[config.mk]
export PLATFORM = sky130hd
export DESIGN_NAME = md5_block_compress
export DESIGN_NICKNAME = d
export VERILOG_FILES = /design/src/rtl/md5bc_pkg.sv /design/src/rtl/md5bc_msg_mem.sv /design/src/rtl/md5bc_round.sv /design/src/rtl/md5_block_compress.sv
export SDC_FILE = /design/constraint.sdc
export NUM_CORES = 2
export LEC_CHECK = 0
export BUFFER_PORTS_ARGS = -buffer_cell sky130_fd_sc_hd__buf_2
export CAP_MARGIN = 20
export CORE_MARGIN = 1.5
export CORE_UTILIZATION = 55
export DETAILED_ROUTE_END_ITERATION = 6
export PLACE_DENSITY = 0.7
export SLEW_MARGIN = 20
export SYNTH_ARGS = -nofsm -noshare
export SYNTH_HDL_FRONTEND = slang
export SYNTH_HIERARCHICAL = 1
export SYNTH_SLANG_ARGS = --single-unit
[constraint.sdc]
create_clock -name clk -period 10.15 [get_ports clk]
set_input_delay 2.03 -clock clk [delete_from_list [all_inputs] [get_ports clk]]
set_output_delay 2.03 -clock clk [all_outputs]
set_load 0.02 [all_outputs]
[src/rtl/md5bc_pkg.sv]
// md5bc_pkg: shared types, constants and round tables of the md5 compression block
`timescale 1ns / 1ps
package md5bc_pkg;

  localparam logic [31:0] IV_A = 32'h67452301;
  localparam logic [31:0] IV_B = 32'hefcdab89;
  localparam logic [31:0] IV_C = 32'h98badcfe;
  localparam logic [31:0] IV_D = 32'h10325476;

  localparam int unsigned NUM_ROUNDS = 64;
  localparam int unsigned BLOCK_WORDS = 16;

  typedef struct packed {
    logic [31:0] msg_word;
    logic        new_message;
    logic        emit_digest;
  } md5bc_msg_t;

  typedef struct packed {
    logic [31:0] digest_word;
    logic        digest_last;
  } md5bc_dig_t;

  typedef struct packed {
    logic [31:0] a;
    logic [31:0] b;
    logic [31:0] c;
    logic [31:0] d;
  } md5bc_abcd_t;

  typedef enum logic [1:0] {
    ST_LOAD,
    ST_PREP,
    ST_ROUND,
    ST_FINAL
  } md5bc_state_t;

  // round constant per round
  function automatic logic [31:0] md5bc_k(input logic [5:0] r);
    logic [31:0] k;
    case (r)
      6'd0: k = 32'hd76aa478;  6'd1: k = 32'he8c7b756;
      6'd2: k = 32'h242070db;  6'd3: k = 32'hc1bdceee;
      6'd4: k = 32'hf57c0faf;  6'd5: k = 32'h4787c62a;
      6'd6: k = 32'ha8304613;  6'd7: k = 32'hfd469501;
      6'd8: k = 32'h698098d8;  6'd9: k = 32'h8b44f7af;
      6'd10: k = 32'hffff5bb1; 6'd11: k = 32'h895cd7be;
      6'd12: k = 32'h6b901122; 6'd13: k = 32'hfd987193;
      6'd14: k = 32'ha679438e; 6'd15: k = 32'h49b40821;
      6'd16: k = 32'hf61e2562; 6'd17: k = 32'hc040b340;
      6'd18: k = 32'h265e5a51; 6'd19: k = 32'he9b6c7aa;
      6'd20: k = 32'hd62f105d; 6'd21: k = 32'h02441453;
      6'd22: k = 32'hd8a1e681; 6'd23: k = 32'he7d3fbc8;
      6'd24: k = 32'h21e1cde6; 6'd25: k = 32'hc33707d6;
      6'd26: k = 32'hf4d50d87; 6'd27: k = 32'h455a14ed;
      6'd28: k = 32'ha9e3e905; 6'd29: k = 32'hfcefa3f8;
      6'd30: k = 32'h676f02d9; 6'd31: k = 32'h8d2a4c8a;
      6'd32: k = 32'hfffa3942; 6'd33: k = 32'h8771f681;
      6'd34: k = 32'h6d9d6122; 6'd35: k = 32'hfde5380c;
      6'd36: k = 32'ha4beea44; 6'd37: k = 32'h4bdecfa9;
      6'd38: k = 32'hf6bb4b60; 6'd39: k = 32'hbebfbc70;
      6'd40: k = 32'h289b7ec6; 6'd41: k = 32'heaa127fa;
      6'd42: k = 32'hd4ef3085; 6'd43: k = 32'h04881d05;
      6'd44: k = 32'hd9d4d039; 6'd45: k = 32'he6db99e5;
      6'd46: k = 32'h1fa27cf8; 6'd47: k = 32'hc4ac5665;
      6'd48: k = 32'hf4292244; 6'd49: k = 32'h432aff97;
      6'd50: k = 32'hab9423a7; 6'd51: k = 32'hfc93a039;
      6'd52: k = 32'h655b59c3; 6'd53: k = 32'h8f0ccc92;
      6'd54: k = 32'hffeff47d; 6'd55: k = 32'h85845dd1;
      6'd56: k = 32'h6fa87e4f; 6'd57: k = 32'hfe2ce6e0;
      6'd58: k = 32'ha3014314; 6'd59: k = 32'h4e0811a1;
      6'd60: k = 32'hf7537e82; 6'd61: k = 32'hbd3af235;
      6'd62: k = 32'h2ad7d2bb; 6'd63: k = 32'heb86d391;
      default: k = 32'h0;
    endcase
    return k;
  endfunction

  // left rotate amount, picked by phase and round within a group of four
  function automatic logic [4:0] md5bc_shift(input logic [5:0] r);
    logic [4:0] s;
    case ({r[5:4], r[1:0]})
      4'd0: s = 5'd7;   4'd1: s = 5'd12;  4'd2: s = 5'd17;  4'd3: s = 5'd22;
      4'd4: s = 5'd5;   4'd5: s = 5'd9;   4'd6: s = 5'd14;  4'd7: s = 5'd20;
      4'd8: s = 5'd4;   4'd9: s = 5'd11;  4'd10: s = 5'd16; 4'd11: s = 5'd23;
      4'd12: s = 5'd6;  4'd13: s = 5'd10; 4'd14: s = 5'd15; 4'd15: s = 5'd21;
      default: s = 5'd0;
    endcase
    return s;
  endfunction

  // message word index used by a round
  function automatic logic [3:0] md5bc_widx(input logic [5:0] r);
    logic [3:0] lo;
    logic [3:0] g;
    lo = r[3:0];
    case (r[5:4])
      2'd0: g = lo;
      2'd1: g = (lo << 2) + lo + 4'd1;
      2'd2: g = (lo << 1) + lo + 4'd5;
      2'd3: g = (lo << 3) - lo;
      default: g = lo;
    endcase
    return g;
  endfunction

  function automatic logic [31:0] md5bc_rotl(input logic [31:0] x, input logic [4:0] s);
    logic [63:0] t;
    t = {x, x} << s;
    return t[63:32];
  endfunction

endpackage

[src/rtl/md5bc_msg_mem.sv]
// md5bc_msg_mem: 16-word block buffer, one write port and one registered read port
`timescale 1ns / 1ps
module md5bc_msg_mem import md5bc_pkg::*; (
  input  logic        clk,
  input  logic        we,
  input  logic [3:0]  waddr,
  input  logic [31:0] wdata,
  input  logic [3:0]  raddr,
  output logic [31:0] rdata
);

  logic [31:0] mem [BLOCK_WORDS];

  always_ff @(posedge clk) begin
    if (we) begin
      mem[waddr] <= wdata;
    end
  end

  always_ff @(posedge clk) begin
    rdata <= mem[raddr];
  end

endmodule

[src/rtl/md5bc_round.sv]
// md5bc_round: one md5 round step on the working registers
`timescale 1ns / 1ps
module md5bc_round import md5bc_pkg::*; (
  input  md5bc_abcd_t cur,
  input  logic [5:0]  rnd,
  input  logic [31:0] m,
  output md5bc_abcd_t nxt
);

  logic [31:0] f;
  logic [31:0] sum;

  always_comb begin
    case (rnd[5:4])
      2'd0: f = (cur.b & cur.c) | (~cur.b & cur.d);
      2'd1: f = (cur.d & cur.b) | (~cur.d & cur.c);
      2'd2: f = cur.b ^ cur.c ^ cur.d;
      2'd3: f = cur.c ^ (cur.b | ~cur.d);
      default: f = '0;
    endcase
    sum = f + cur.a + md5bc_k(rnd) + m;
    nxt.a = cur.d;
    nxt.d = cur.c;
    nxt.c = cur.b;
    nxt.b = cur.b + md5bc_rotl(sum, md5bc_shift(rnd));
  end

endmodule

[src/rtl/md5_block_compress.sv]
// md5_block_compress: md5 compression over a stream of 32-bit message words
//
// Input channel msg (msg_valid/msg_ready) carries one 32-bit word per
// handshake, sixteen words per padded 512-bit block, little-endian bytes.
// new_message on a word reloads the standard initial chaining values before
// that word is taken; emit_digest on the sixteenth word requests the digest.
// Output channel dig (dig_valid/dig_ready) carries the chaining words A, B,
// C, D in that order, digest_last set on D.
// Words are written into a 16-entry buffer memory at one per cycle while
// msg_ready is high. After the sixteenth word msg_ready drops while the
// block is compressed: a prime state issues the first buffer read, 64
// rounds follow with one buffer read per round, and a final state does the
// chaining addition. The digest is copied into a four-word output buffer
// and the first word is offered the cycle after the addition.
// A stalled receiver holds the output buffer; input keeps flowing and only a
// following digest-requesting block waits before its addition until the
// earlier digest is fully taken. Synchronous reset loads the initial values,
// clears the word count and empties the output buffer.
`timescale 1ns / 1ps
module md5_block_compress import md5bc_pkg::*; (
  input  logic       clk,
  input  logic       rst,
  input  logic       msg_valid,
  output logic       msg_ready,
  input  md5bc_msg_t msg,
  output logic       dig_valid,
  input  logic       dig_ready,
  output md5bc_dig_t dig
);

  md5bc_state_t state;
  md5bc_state_t state_next;
  logic [3:0]   word_count;
  logic [5:0]   rnd;
  logic [5:0]   rnd_inc;
  logic         emit_pending;
  md5bc_abcd_t  chain;
  md5bc_abcd_t  work;
  md5bc_abcd_t  work_next;
  md5bc_abcd_t  chain_sum;
  logic [31:0]  out_buf [4];
  logic [1:0]   out_idx;
  logic         out_busy;
  logic         msg_take;
  logic         finish;
  logic [3:0]   raddr;
  logic [31:0]  rdata;

  md5bc_msg_mem u_mem (
    .clk   (clk),
    .we    (msg_take),
    .waddr (word_count),
    .wdata (msg.msg_word),
    .raddr (raddr),
    .rdata (rdata)
  );

  md5bc_round u_round (
    .cur (work),
    .rnd (rnd),
    .m   (rdata),
    .nxt (work_next)
  );

  assign rnd_inc = rnd + 6'd1;
  assign chain_sum.a = chain.a + work.a;
  assign chain_sum.b = chain.b + work.b;
  assign chain_sum.c = chain.c + work.c;
  assign chain_sum.d = chain.d + work.d;

  always_ff @(posedge clk) begin
    if (rst) begin
      state <= ST_LOAD;
    end else begin
      state <= state_next;
    end
  end

  always_comb begin
    state_next = state;
    msg_ready  = 1'b0;
    finish     = 1'b0;
    raddr      = '0;
    case (state)
      ST_LOAD: begin
        msg_ready = 1'b1;
        if (msg_valid && word_count == 4'd15) begin
          state_next = ST_PREP;
        end
      end
      ST_PREP: begin
        // read for round 0 goes out now
        state_next = ST_ROUND;
      end
      ST_ROUND: begin
        raddr = md5bc_widx(rnd_inc);
        if (rnd == 6'(NUM_ROUNDS - 1)) begin
          state_next = ST_FINAL;
        end
      end
      ST_FINAL: begin
        // hold while an earlier digest still sits in the output buffer
        if (!(emit_pending && out_busy)) begin
          finish     = 1'b1;
          state_next = ST_LOAD;
        end
      end
      default: state_next = ST_LOAD;
    endcase
    if (state == ST_PREP) begin
      raddr = md5bc_widx('0);
    end
  end

  assign msg_take = msg_valid && msg_ready;

  always_ff @(posedge clk) begin
    if (rst) begin
      word_count   <= '0;
      rnd          <= '0;
      emit_pending <= 1'b0;
      chain        <= '{a: IV_A, b: IV_B, c: IV_C, d: IV_D};
      work         <= '0;
      out_busy     <= 1'b0;
      out_idx      <= '0;
    end else begin
      if (msg_take) begin
        word_count <= word_count + 4'd1;
        if (msg.new_message) begin
          chain <= '{a: IV_A, b: IV_B, c: IV_C, d: IV_D};
        end
        if (word_count == 4'd15) begin
          emit_pending <= msg.emit_digest;
        end
      end
      if (state == ST_PREP) begin
        work <= chain;
        rnd  <= '0;
      end
      if (state == ST_ROUND) begin
        work <= work_next;
        rnd  <= rnd_inc;
      end
      if (dig_valid && dig_ready) begin
        out_idx <= out_idx + 2'd1;
        if (out_idx == 2'd3) begin
          out_busy <= 1'b0;
        end
      end
      if (finish) begin
        chain <= chain_sum;
        if (emit_pending) begin
          out_busy <= 1'b1;
          out_idx  <= '0;
        end
      end
    end
  end

  always_ff @(posedge clk) begin
    if (finish && emit_pending) begin
      out_buf[0] <= chain_sum.a;
      out_buf[1] <= chain_sum.b;
      out_buf[2] <= chain_sum.c;
      out_buf[3] <= chain_sum.d;
    end
  end

  assign dig_valid       = out_busy;
  assign dig.digest_word = out_buf[out_idx];
  assign dig.digest_last = (out_idx == 2'd3);

  a_full_block_starts: assert property (@(posedge clk) disable iff (rst)
    (msg_valid && msg_ready && word_count == 4'd15) |=> (state == ST_PREP))
    else $error("sixteenth word did not start compression");

  a_rounds_end: assert property (@(posedge clk) disable iff (rst)
    (state == ST_ROUND && rnd == 6'(NUM_ROUNDS - 1)) |=> (state == ST_FINAL))
    else $error("round sequence did not end after last round");

  a_no_input_while_busy: assert property (@(posedge clk) disable iff (rst)
    (state == ST_PREP || state == ST_ROUND || state == ST_FINAL) |-> !msg_ready)
    else $error("input accepted during compression");

  a_digest_drains: assert property (@(posedge clk) disable iff (rst)
    (dig_valid && dig_ready && dig.digest_last) |=> !dig_valid)
    else $error("new digest loaded before previous one drained");

  a_count_zero_in_rounds: assert property (@(posedge clk) disable iff (rst)
    (state == ST_ROUND) |-> (word_count == 4'd0))
    else $error("word count not cleared at block end");

endmodule

# Yosys cells after proc, flatten, opt, wreduce, memory -nomap -nowiden
# Memory sizes are Yosys's and may differ from the RTL's. A register that Yosys moved wholly into a read port is not among the register bits.
# Index checks and enable logic that the tools add are counted.
[totals]
reg_bits = 272
mem_bits_rw = 640
mem_bits_ro = 2128
inputBits = 38
out_inout_bits = 35
elab_cells = 110
mem_count = 4
[classes]
n_addsub = 16
eq_ne = 15
shift = 1
n_mux = 34
bitwise_logic = 12
n_reduce_logical = 14
[memory_table]
columns = ["name", "depth", "word_bits", "read_ports", "rd_clocked_by_memory_dff", "write_ports", "line_no", "text"]
rows = [
  ["(no name shown)", 64, 32, 1, 1, 0, "md5bc_pkg.sv:41", "case (r)"],
  ["u_mem.mem", 16, 32, 1, 1, 1, "md5bc_msg_mem.sv:12", "logic [31:0] mem [BLOCK_WORDS];"],
  ["out_buf", 4, 32, 1, 1, 4, "md5_block_compress.sv:41", "logic [31:0] out_buf [4];"],
  ["(no name shown)", 16, 5, 1, 1, 0, "md5bc_pkg.sv:82", "case ({r[5:4], r[1:0]})"],
]
[ops]
columns = ["operator", "n"]
rows = [
  ["2-to-1 mux 128 bit", 5],
  ["adder 32 bit", 8],
  ["bitwise AND 32 bit", 4],
  ["one-hot mux 32 bit (4 select lines)", 1],
  ["bitwise OR 32 bit", 3],
  ["XOR 32 bit", 3],
  ["NOT 32 bit", 2],
  ["left shift 64 x 5 -> 64 bit", 1],
  ["2-to-1 mux 6 bit", 4],
  ["2-to-1 mux 4 bit", 4],
  ["one-hot mux 4 bit (4 select lines)", 1],
  ["== test 2 bit, second input constant", 7],
  ["2-to-1 mux 2 bit", 7],
  ["2-to-1 mux 1 bit", 11],
  ["adder 4 x 1 -> 4 bit, second input constant", 2],
  ["adder 4 bit", 2],
  ["one-hot mux 2 bit (4 select lines)", 1],
  ["adder 6 x 1 -> 6 bit, second input constant", 1],
  ["== test 2 x 1 -> 1 bit, second input constant", 3],
  ["== test 6 bit, second input constant", 1],
  ["zero test 2 bit", 3],
  ["inequality test 2 bit, second input constant", 3],
  ["nonzero test 2 bit", 3],
  ["logical AND 1 bit", 5],
  ["other kinds (6)", 7],
]

# Depth between registers and ports, before layout
[depth]
word_depth = 10
depth_mapped = 43
mapped_depth_nobuf = 38

# By module
# The synthesis kept the hierarchy.
[by_module_without_submodules]
columns = ["mod", "instances", "cells_per_inst", "area_each_um2", "seq_area_each_um2"]
rows = [
  ["md5_block_compress", 1, 2166, 21780.9, 9288.9],
  ["md5bc_msg_mem", 1, 838, 19854.0, 16015.4],
  ["md5bc_round", 1, 1973, 12943.7, 0.0],
]

# Worst setup path after synthesis
# No wires, ideal clock.
[synth_path]
path_kind = "register -> register"
startpoint = "register rnd[1] (netlist name)"
endpoint = "register work[92] in the netlist's numbering"
setup_time_ns = 0.086
arrival_ns = 8.925
t_required_ns = 10.064
slack_ns = 1.140
stages_incl_launch_ff = 42
n_path_buf = 6
period_less_slack_ns = 9.010
cell_sequence = "dfxtp_1 -> clkbuf_1 -> inv_1 -> clkbuf_1 -> ha_1 -> clkbuf_1 -> clkbuf_1 -> clkbuf_1 -> nor2_1 -> a221oi_1 -> a211oi_1 -> a211oi_1 -> fa_1 -> inv_1 -> ha_1 -> nand4_2 -> or4_4 -> a211oi_2 -> [... 6 more ...] -> nand2_1 -> o21ai_0 -> a21oi_1 -> ha_1 -> fa_1 -> a21o_1 -> a21oi_1 -> o211ai_1 -> a21o_1 -> a31o_2 -> a21oi_1 -> o21ai_0 -> o41a_1 -> a21o_1 -> a21oi_1 -> xnor2_1 -> mux2i_1 -> a211oi_1"
[synth_lines]
columns = ["item", "line_no", "text"]
rows = [
  ["end signal: assignment", "md5_block_compress.sv:137", "work <= chain;"],
  ["end signal: assignment", "md5_block_compress.sv:141", "work <= work_next;"],
  ["end: declaration", "md5_block_compress.sv:38", "md5bc_abcd_t work;"],
]

==> results by group <==
Critical path
  – Critical path arrival: 10.09 ns
  – Critical path type: flip-flop to flip-flop
  – Worst path required time: 10.74 ns
  – Slowest cell on crit path: ha_1
  – CP peak stage delay: 0.71 ns
  – R2R Setup Slk: 0.65 ns
  – Reg2reg end: work[94]
  – FF-to-FF Start: rnd[0]
  – Worst R2R Path Depth: 40
  – Crit path from: rnd[0]
  – Critical-path maximum fanout: 17
  – CP Capture Point: work[94]
  – CP Capture Type: flip-flop
  – Critical Path Source Type: flip-flop

GRT
  – Vias in the first global route: 38700
  – First-pass GRT wire length: 245000 µm
  – Initial antenna violation count: 4
  – Largest net degree at the start of global routing: 223
  – GRT Util Overall: 31.9%
  – Global route total overflow: 0

Placed design
  – Port bufs: 72
  – RD Place Congestion: 0.998
  – Post-DP HPWL: 111000 µm

Die
  – Core footprint: 98400 µm²
  – # rows: 115
  – Die ar.: 101000 µm²
  – Starting Density: 55.5%
  – Die Wd: 318 µm
  – Die H: 318 µm
  – I/O pins: 73

CTS
  – Root buf cell: clkbuf_16
  – Clk buf depth: 3
  – TritonCTS buffer count: 96
  – H-tree lvl count: 3
  – Clk pin slew, worst setup/hold paths: 0.06 ns
  – CTS tree: done
  – CTS Hold Buffers Added: 0
  – Setup Buffers After CTS: 0
  – Skew-Pair Late Insertion Delay: 0.72 ns
  – CTS Sinks: 944

Timing
  – Fmax: 0.105 GHz
  – Final Cycle Share: 93.6%
  – Setup violators final: 0
  – Setup TNS: 0 ns
  – Min cycle time layout: 9.50 ns
  – Rel. slew slack: 23.3%
  – Setup Skew: 0.0663 ns
  – Hold slack: 0.507 ns
  – Final hold vios: 0
  – Final Max Tran Viols: 0
  – RSZ-0062 raised after global routing: false
  – Slew at the pin closest to its max-slew limit: 1.15 ns

Pwr
  – LEAKAGE: 20.7 nW
  – Worst VDD drop: 0.000218 V
  – Tot Pwr: 0.00839 W
  – P_int: 0.00646 W
  – Clock power frac: 43.7%
  – Comb pwr share: 6.8%
  – Sequential share of power: 49.4%
  – Switching part of the total: 23.0%
  – Power per cell area: 142 nW/µm²
  – Switching power: 0.00193 W

Synth
  – Syn Area/Cell: 11.0 µm²
  – Synthesized net count: 5303
  – Post-synthesis cell count: 4977
  – EDFF count, synth: 640
  – Seq/Total Area, Yosys: 46.4%
  – Distinct cells, synth: 102
  – Yosys reg bits: 944
  – Synth Flop Type: edfxtp_1
  – Total number of yosys warnings: 6
  – Mapped Area: 54600 µm²
  – Fraction of registers with async set/reset: 0%

Detailed routing
  – Final wirelength: 164000 µm
  – DRC viols: 0
  – Drt pass-1 iters: 7
  – Initial drt markers: 4761
  – Post-route ant nets: 0
  – DR vias: 40600
  – Vias per std cell: 6.54
  – Detailed-route wire length per cell: 26.4 µm

Status
  – Outcome: finished clean

Finish
  – Fraction of layout cells with a size suffix above 1: 11.8%
  – Diodes inserted: 0
  – Area growth, synth to finish: 7.98%
  – Nets: 5158

Min path
  – Hold Path Class: flip-flop to flip-flop

Job
  – Max Cap Violations: 0
## what timing repair did
action | CTS | global route
setup endpoints to repair | 0 | 2
endpoints found under the hold margin | 0 | 0
resized for setup | 0 | 3
## per-layer routing
layer / track usage, % / wire (µm) / up-vias
met4: 14.2 / 7990 / 2
met3: 5.39 / 12400 / 354
met1: 41.6 / 65100 / 20000
li1: - / - / 18400
met5: 0 / 12 / -
met2: 52.5 / 78300 / 1795
## synth_stat cells (63+ instances only)
cell      count  area, µm²
a211oi_1    178       1340
dfxtp_1     304       6090
a21o_1       93        698
a22oi_1      98        736
nand3_1      63        315
mux2i_1     202       2020
edfxtp_1    640      19200
a21oi_1     323       1620
nor3_1      145        726
fa_1         68       1360
inv_1       221        830
nor2_1      407       1530
buf_4       107        803
xnor2_1     157       1380
ha_1        220       2750
o21ai_0     201       1010
clkbuf_1    221        830
xor2_1       67        587
o22ai_1      65        407
nand2_1     318       1190
mux4_2      170       3830
## cells by family (layout without fill, tap and decap cells)
group	Yosys count	after routing	synth area share, %
compound gates	1377	1377	17.0
xor+xnor	226	226	3.68
fa+ha+maj	289	289	7.56
buf+inv	632	570	5.19
flops	944	944	46.4
mux	384	384	11.0
simple gates	1125	1125	9.21
## final cells by class
class	instances	area, µm²
flip-flops and latches	944	25300
clock buffers	122	2540
well taps	1287	1610
clock inverters	59	769
multi-input cells	3401	26700
fillers	8006	39500
inverters	226	848
repair buffers	163	1160
## worst max-delay path: cells and delay by family (launching register included)
kind                       cells  cell delay [ns]
muxes                          2             0.35
DFF                            1             0.35
xor gates and xnor gates       1             0.12
AOI/OAI and AO/OA             23             5.07
adders and majority gates      5             2.30
and+or+nand+nor                5             0.54
buffers and inverters          4             0.62
## worst min path at each step
stage,start,cells past startpoint,endpoint
after floorplan,chain[9],2,chain[9]
after global placement,chain[9],2,chain[9]
after detailed placement,state[0],2,state[0]
after CTS,state[0],2,state[0]
after global routing,state[0],2,state[0]
final,state[0],2,state[0]
## power by group through the flow
stage	Sequential, W	Combinational [W]	Clock (W)
final	0.00414	0.000574	0.00367
after global routing	0.00415	0.000616	0.00386
after CTS	0.00414	0.000563	0.00371
after detailed placement	0.00423	0.000560	0
after global placement	0.00422	0.000557	0
after floorplan	0.00422	0.000371	0
## placed cells by master (no fill, tap or decap), types with 141 or more instances in the layout
cell type	n
edfxtp_1	640
nor2_1	391
a21oi_1	321
nand2_1	318
dfxtp_1	298
inv_1	221
ha_1	218
mux2i_1	201
o21ai_0	200
a211oi_1	178
mux4_2	170
xnor2_1	155
nor3_1	141
## flip-flops by register name (all words and copies together), names as in the netlist
name and flops:
out_idx 2, chain 128, out_buf 128, rnd 6, dig_valid 1, u_mem/mem 512, state 2, work 128
emit_pending 1, u_mem/rdata 32, word_count 4
## through the flow
stage	worst slack [ns]	area, µm²	util [%]	instances
3_3_place_gp	0.838	55600	56.5	6021
3_5_place_dp	0.622	55600	56.5	6021
6_report	0.647	58900	59.9	6202
2_1_floorplan	1.14	54600	-	4977
4_1_cts	0.528	58900	59.9	6202
5_1_grt	0.0194	58900	59.9	6202
No activity file was read; power rests on OpenSTA's default activity.
